==> src/rtl/core/hha_pkg.sv <==
`timescale 1ns / 1ps
`default_nettype none

package hha_pkg;

    localparam int CFG_IDX_W = 3;
    localparam int POS_W     = 3;
    localparam int SUM_W     = 32;
    localparam int ACC_W     = 64;
    localparam int PROD_W    = 128;
    localparam int DIV_BITS  = 113;
    localparam int DIV_CNT_W = 7;

    localparam logic [CFG_IDX_W-1:0] CFG_BASE_RATE = 3'd0;
    localparam logic [31:0]          BASE_RESET    = 32'd65536;

    localparam logic [1:0] MUL_SQ = 2'd0;
    localparam logic [1:0] MUL_AA = 2'd1;
    localparam logic [1:0] MUL_WY = 2'd2;

    typedef struct packed {
        logic       load;
        logic       sum_step;
        logic       mul_clr;
        logic       mul_step;
        logic [1:0] mul_sel;
        logic       div_init;
        logic       div_step;
        logic       w_load;
        logic       y_load;
        logic       acc_wr;
        logic       entry_next;
        logic       entry_rst;
        logic       out_load;
        logic       clear_valid;
    } cmd_t;

    typedef struct packed {
        logic j_last;
        logic mul_last;
        logic div_last;
        logic entry_last;
        logic last_event;
        logic out_free;
    } sts_t;

endpackage

`default_nettype wire

==> src/rtl/core/hha_ctrl.sv <==
`timescale 1ns / 1ps
`default_nettype none

module hha_ctrl (
    input  wire logic          clk,
    input  wire logic          rst_n,
    input  wire logic          in_valid,
    output logic               in_ready,
    input  wire hha_pkg::sts_t sts,
    output hha_pkg::cmd_t      cmd
);
    import hha_pkg::*;

    localparam logic [3:0] ST_IDLE = 4'd0;
    localparam logic [3:0] ST_SUM  = 4'd1;
    localparam logic [3:0] ST_SQ   = 4'd2;
    localparam logic [3:0] ST_DIVI = 4'd3;
    localparam logic [3:0] ST_DIV  = 4'd4;
    localparam logic [3:0] ST_WLD  = 4'd5;
    localparam logic [3:0] ST_AA   = 4'd6;
    localparam logic [3:0] ST_YLD  = 4'd7;
    localparam logic [3:0] ST_WY   = 4'd8;
    localparam logic [3:0] ST_ACC  = 4'd9;
    localparam logic [3:0] ST_EMRD = 4'd10;
    localparam logic [3:0] ST_EMLD = 4'd11;

    logic [3:0] state_reg;
    logic [3:0] state_next;

    always_comb
    begin
        cmd        = '0;
        cmd.mul_sel = MUL_SQ;
        in_ready   = 1'b0;
        state_next = state_reg;
        case (state_reg)
            ST_IDLE:
            begin
                in_ready = 1'b1;
                if (in_valid)
                begin
                    cmd.load   = 1'b1;
                    state_next = ST_SUM;
                end
            end
            ST_SUM:
            begin
                cmd.sum_step = 1'b1;
                if (sts.j_last)
                begin
                    cmd.mul_clr = 1'b1;
                    state_next  = ST_SQ;
                end
            end
            ST_SQ:
            begin
                cmd.mul_step = 1'b1;
                cmd.mul_sel  = MUL_SQ;
                if (sts.mul_last)
                begin
                    state_next = ST_DIVI;
                end
            end
            ST_DIVI:
            begin
                cmd.div_init = 1'b1;
                state_next   = ST_DIV;
            end
            ST_DIV:
            begin
                cmd.div_step = 1'b1;
                if (sts.div_last)
                begin
                    state_next = ST_WLD;
                end
            end
            ST_WLD:
            begin
                cmd.w_load  = 1'b1;
                cmd.mul_clr = 1'b1;
                state_next  = ST_AA;
            end
            ST_AA:
            begin
                cmd.mul_step = 1'b1;
                cmd.mul_sel  = MUL_AA;
                if (sts.mul_last)
                begin
                    state_next = ST_YLD;
                end
            end
            ST_YLD:
            begin
                cmd.y_load  = 1'b1;
                cmd.mul_clr = 1'b1;
                state_next  = ST_WY;
            end
            ST_WY:
            begin
                cmd.mul_step = 1'b1;
                cmd.mul_sel  = MUL_WY;
                if (sts.mul_last)
                begin
                    state_next = ST_ACC;
                end
            end
            ST_ACC:
            begin
                cmd.acc_wr = 1'b1;
                if (sts.entry_last)
                begin
                    cmd.entry_rst = 1'b1;
                    state_next    = sts.last_event ? ST_EMRD : ST_IDLE;
                end
                else
                begin
                    cmd.entry_next = 1'b1;
                    cmd.mul_clr    = 1'b1;
                    state_next     = ST_AA;
                end
            end
            ST_EMRD:
            begin
                state_next = ST_EMLD;
            end
            ST_EMLD:
            begin
                if (sts.out_free)
                begin
                    cmd.out_load = 1'b1;
                    if (sts.entry_last)
                    begin
                        cmd.clear_valid = 1'b1;
                        cmd.entry_rst   = 1'b1;
                        state_next      = ST_IDLE;
                    end
                    else
                    begin
                        cmd.entry_next = 1'b1;
                        state_next     = ST_EMRD;
                    end
                end
            end
            default:
            begin
                state_next = ST_IDLE;
            end
        endcase
    end

    always_ff @(posedge clk or negedge rst_n)
    begin
        if (!rst_n)
        begin
            state_reg <= ST_IDLE;
        end
        else
        begin
            state_reg <= state_next;
        end
    end
endmodule

`default_nettype wire

==> config.mk <==
export PLATFORM = sky130hd
export DESIGN_NAME = hha_ctrl
export DESIGN_NICKNAME = d
export VERILOG_FILES = /design/src/rtl/core/hha_pkg.sv /design/src/rtl/core/hha_ctrl.sv
export SDC_FILE = /design/constraint.sdc
export NUM_CORES = 1
export LEC_CHECK = 0
export ABC_AREA = 1
export BUFFER_PORTS_ARGS = -buffer_cell sky130_fd_sc_hd__buf_2
export CAP_MARGIN = 20
export CELL_PAD_IN_SITES_DETAIL_PLACEMENT = 1
export CELL_PAD_IN_SITES_GLOBAL_PLACEMENT = 2
export CORE_UTILIZATION = 17
export CTS_CLUSTER_SIZE = 40
export DETAILED_ROUTE_END_ITERATION = 7
export GPL_TIMING_DRIVEN = 0
export PLACE_DENSITY = 0.78
export SLEW_MARGIN = 10
export SYNTH_ARGS = -nofsm -noshare
export SYNTH_HDL_FRONTEND = slang
export SYNTH_SLANG_ARGS = --single-unit
==> constraint.sdc <==
create_clock -name clk -period 1.2 [get_ports clk]
set_input_delay 0.24 -clock clk [delete_from_list [all_inputs] [get_ports clk]]
set_output_delay 0.24 -clock clk [all_outputs]
set_load 0.1 [all_outputs]
==> out/results.env <==
WORSTSKEWPAIRLATENCY_NS=0.24
TOTALNEGATIVESETUPSLACK_NS=-7.06
FINAL_CELL_AREA_SQ_MM=0.00137
FAILED_CHECKS='setup timing'
LARGEST_FANOUT_ON_THE_CRITICAL_PATH=3
MAXIMUM_CLOCK_SKEW_AT_FINAL_LAYOUT_NS=0.000404
ROUTE.ANTENNA.REMAINING_NETS=0
RUN_STATUS='complete, but fails checks'
SYNTHESIS.YOSYS.WARNINGS=0
FINALCOREUTILIZATION_PCT=54.2
R2R_SETUP_SLACK_NS=-0.27
CRIT_PATH_TOP_DELAY_CELL='dfrtp_2'
GP_CONGESTION=0.719
ROUTE.DETAILED.DRC=0
CTS_TREE='built'
POST_SYNTHESIS_INSTANCE_TOTAL=81
GRT-OVFL-TOTAL=0
NUM_IO_PINS=25
CTS_ROOT_BUFFER='clkbuf_4'
SHARE_OF_SYNTHESIZED_AREA_OCCUPIED_BY_FLIP_FLOPS_AND_LATCHES_PCT=21.7
SYNTH_TOP_FAMILY_BY_AREA='simple AND/OR/NAND/NOR gates'
SYNTHADDERAREAFRAC_PCT=0
TIMING.SETUP.CRITICAL_PATH_CLASS='reg -> out'
DESIGN.CORE.AREA_SQ_MM=0.00252
LAYOUT_SETUP_WS_NS=-0.502
CLOCK_SINKS=4
FINAL.PERIOD_UTILIZATION_PCT=142
CTS.CLK_SLEW.WORST_PATHS_NS=0.04
SYNTH_LARGEST_AREA_CELL='dfrtp_1'
NUM-FILL-CELLS=294
DRIVE_ABOVE_1_SHARE_PCT=69.9
POST_SYNTH_MUX_AREA_SHARE_PCT=0
DETAILED_PLACEMENT_WIRELENGTH_ESTIMATE_UM=1260
SYNTH_COMPOUND_GATE_AREA_SHARE_PCT=8.97
TOTALWIRELENGTH_UM=2260
FINAL_NETS=144
CTS-ROOT-TO-SINK-BUFFERS=2
GRT_UTIL_ALL_LAYERS_PCT=16.5
H_TREE_LEVEL_COUNT=1
LAYOUTNONFILLERINSTCOUNT=163
IO_BUFFERS=24
AVERAGE_WIRE_LENGTH_PER_CELL_AFTER_DETAIL_ROUTING_UM=13.9
MAX_FREQ_MHz=588
MULTI_INPUT_COMB_AREA_SQ_UM=523
INITIAL_CELL_DENSITY_OF_THE_CORE_PCT=18.3
MAX-SLEW-MARGIN-REL_PCT=83.5
SETUP_VIOLATION_TOTAL_IN_THE_FINAL_TIMING_REPORT=19
YOSYS.AREA_SHARE.XOR_XNOR_PCT=0
WORST_SLEW_PIN_SLEW_NS=0.248
POSTSYNTHAREAPERCELL_SQ_UM=5.68
CRITPATHMAXSTAGEDELAY_NS=0.42
VIAS=735
DISTINCT_CELL_TYPE_COUNT_OF_THE_SYNTHESIZED_NETLIST=16
YS_TOP_CELLS_BY_AREA='dfrtp_1, nand2_1, nor2_1'
FP.DIEAREA_SQ_MM=0.00292
POST-ROUTE-MIN-PERIOD_NS=1.70
SETUP_REPAIR_AFTER_GLOBAL_ROUTING_MISSED_ITS_MARGIN='true'
CRITICAL_PATH_ARRIVAL_NS=1.46
DRT-VIAS-PER-INSTANCE=4.51
TIMING.REG2REG.WORST_PATH_DEPTH=9
SYNTH-SIMPLE-AREA-SHARE_PCT=55.4
HOLD_PATH_CLASS='in -> async'
DIE_H_UM=54.0
FIRST_GLOBAL_VIAS=761
MAPPEDNETLISTNETS=90
PLACEDINSTANCEAREA_SQ_UM=732
DIEWIDTH_UM=54.0
DETAILEDROUTE.FIRSTITERATIONVIOLATIONS=2
CP_DATA_REQUIRED_TIME_NS=0.96
FF_LATCH_AREA_SQ_UM=104
NETLIST.AREA_LEADER.SHARE_PCT=21.7
CTS-BUFFERS-INSERTED=3
INITIAL_ANTENNA_VIOLATION_COUNT=0
LARGEST_NET_DEGREE_AT_THE_START_OF_GLOBAL_ROUTING=7
DRT_PRE_ANTENNA_ITERS=3
INSERTEDDIODECOUNT=0
MAX_CAP_VIOL_COUNT=0
SYNTH.FF_LATCH_COUNT=4
CELLS_TRAVERSED_ALONG_THE_WORST_TIMING_PATH='inv_2 > nand2_4 > nor2_4 > inv_2 > nor2_4 > nor2_4 > nor2_4 > buf_12'
R2R-END='state_reg[0]'
FINAL-MAX-SLEW-VIOLATION-COUNT=0
HOLD_VIOL=0
ENDPOINT_KIND='primary output'
TIMING.CRITICAL_PATH.MODE_CELL='nor2_4'
LARGEST_REGISTER_FFS=4
POST-PLACE-CELLS=135
SYN2LAYOUT_AREA_GROWTH_PCT=197
CRITPATHLAUNCHTYPE='flip-flop'
ROWS=18
RR_STARTPOINT='state_reg[3]'
SYN_AREA_SQ_UM=460
GRT_FIRST_PASS_WIRELENGTH_UM=3400
worst max path at each step:
stage                     endpoint         start  cells after the start
final                       cmd[2]  state_reg[2]                      8
after global routing        cmd[2]  state_reg[2]                      8
after CTS                   cmd[2]  state_reg[2]                      8
after detailed placement   cmd[12]  state_reg[1]                      6
after global placement     cmd[12]  state_reg[1]                      6
after floorplan             cmd[2]  state_reg[1]                      6
routing by layer:
layer  up-vias  wire length [um]  global-route usage (%)
li1        361                 -                       -
met1       348               761                    17.6
met2        20              1380                    32.5
met3         6                58                   0.847
met4         0                61                    7.26
met5         -                 0                       0
cell families after synthesis:
family                 after synthesis
DFF                                  4
AOI/OAI and AO/OA                    4
buffers and inverters               15
and+or+nand+nor                     58
placed cells by master, fill, tap and decap left out, drive strengths merged:
| cell type | n |
|---|---|
| nor3 | 2 |
| nand3 | 11 |
| nand2 | 22 |
| dlygate4sd3 | 1 |
| o221ai | 1 |
| o22ai | 1 |
| o21bai | 1 |
| clkinvlp | 1 |
| a22oi | 1 |
| dfrtp | 4 |
| inv | 13 |
| nand3b | 1 |
| or2 | 1 |
| buf | 49 |
| clkbuf | 3 |
| nor2 | 21 |
what timing repair did:
| action | 4_1_cts | 5_1_grt |
|---|---|---|
| buffers inserted | 17 | 8 |
| resized for setup | 98 | 7 |
| pin swaps | 16 | 12 |
| endpoints found under the setup margin | 20 | 19 |
| hold buffers | 1 | 0 |
| endpoints found under the hold margin | 4 | 0 |
worst max-delay path, delay by kind of cell, from the launching register on:
kind                   cells  cell delay [ns]
and+or+nand+nor            5             0.46
buffers and inverters      3             0.33
DFF                        1             0.42
metrics by stage:
stage                     worst slack [ns]  hold WS (ns)
final                               -0.502         0.340
after global routing                -0.554         0.356
after CTS                           -0.494         0.331
after detailed placement            -0.652        0.0472
after global placement              -0.638        0.0472
after floorplan                     -0.909       -0.0556
Yosys cell counts:
| cell type | n |
|---|---|
| o22ai_1 | 1 |
| nand2_2 | 2 |
| nand2_1 | 20 |
| inv_1 | 13 |
| o21bai_4 | 1 |
| a22oi_1 | 1 |
| inv_2 | 1 |
| dfrtp_1 | 4 |
| o221ai_1 | 1 |
| nand3b_1 | 1 |
| nand3_1 | 11 |
| buf_6 | 1 |
| nor2_2 | 4 |
| nor3_1 | 2 |
| nor2_1 | 17 |
| or2_2 | 1 |
cell type report:
type                            count  share of cell area [%]
Sequential cell                     4                    7.59
Inverter                           14                    5.58
Clock buffer                        3                    1.65
Tap cell                           30                    2.74
Timing Repair Buffer               49                    43.4
Multi-Input combinational cell     62                    38.2
Buffer                              1                   0.823
Power is not shown: default switching activity piles up to over one toggle a cycle in this logic, so the estimate is an artifact.
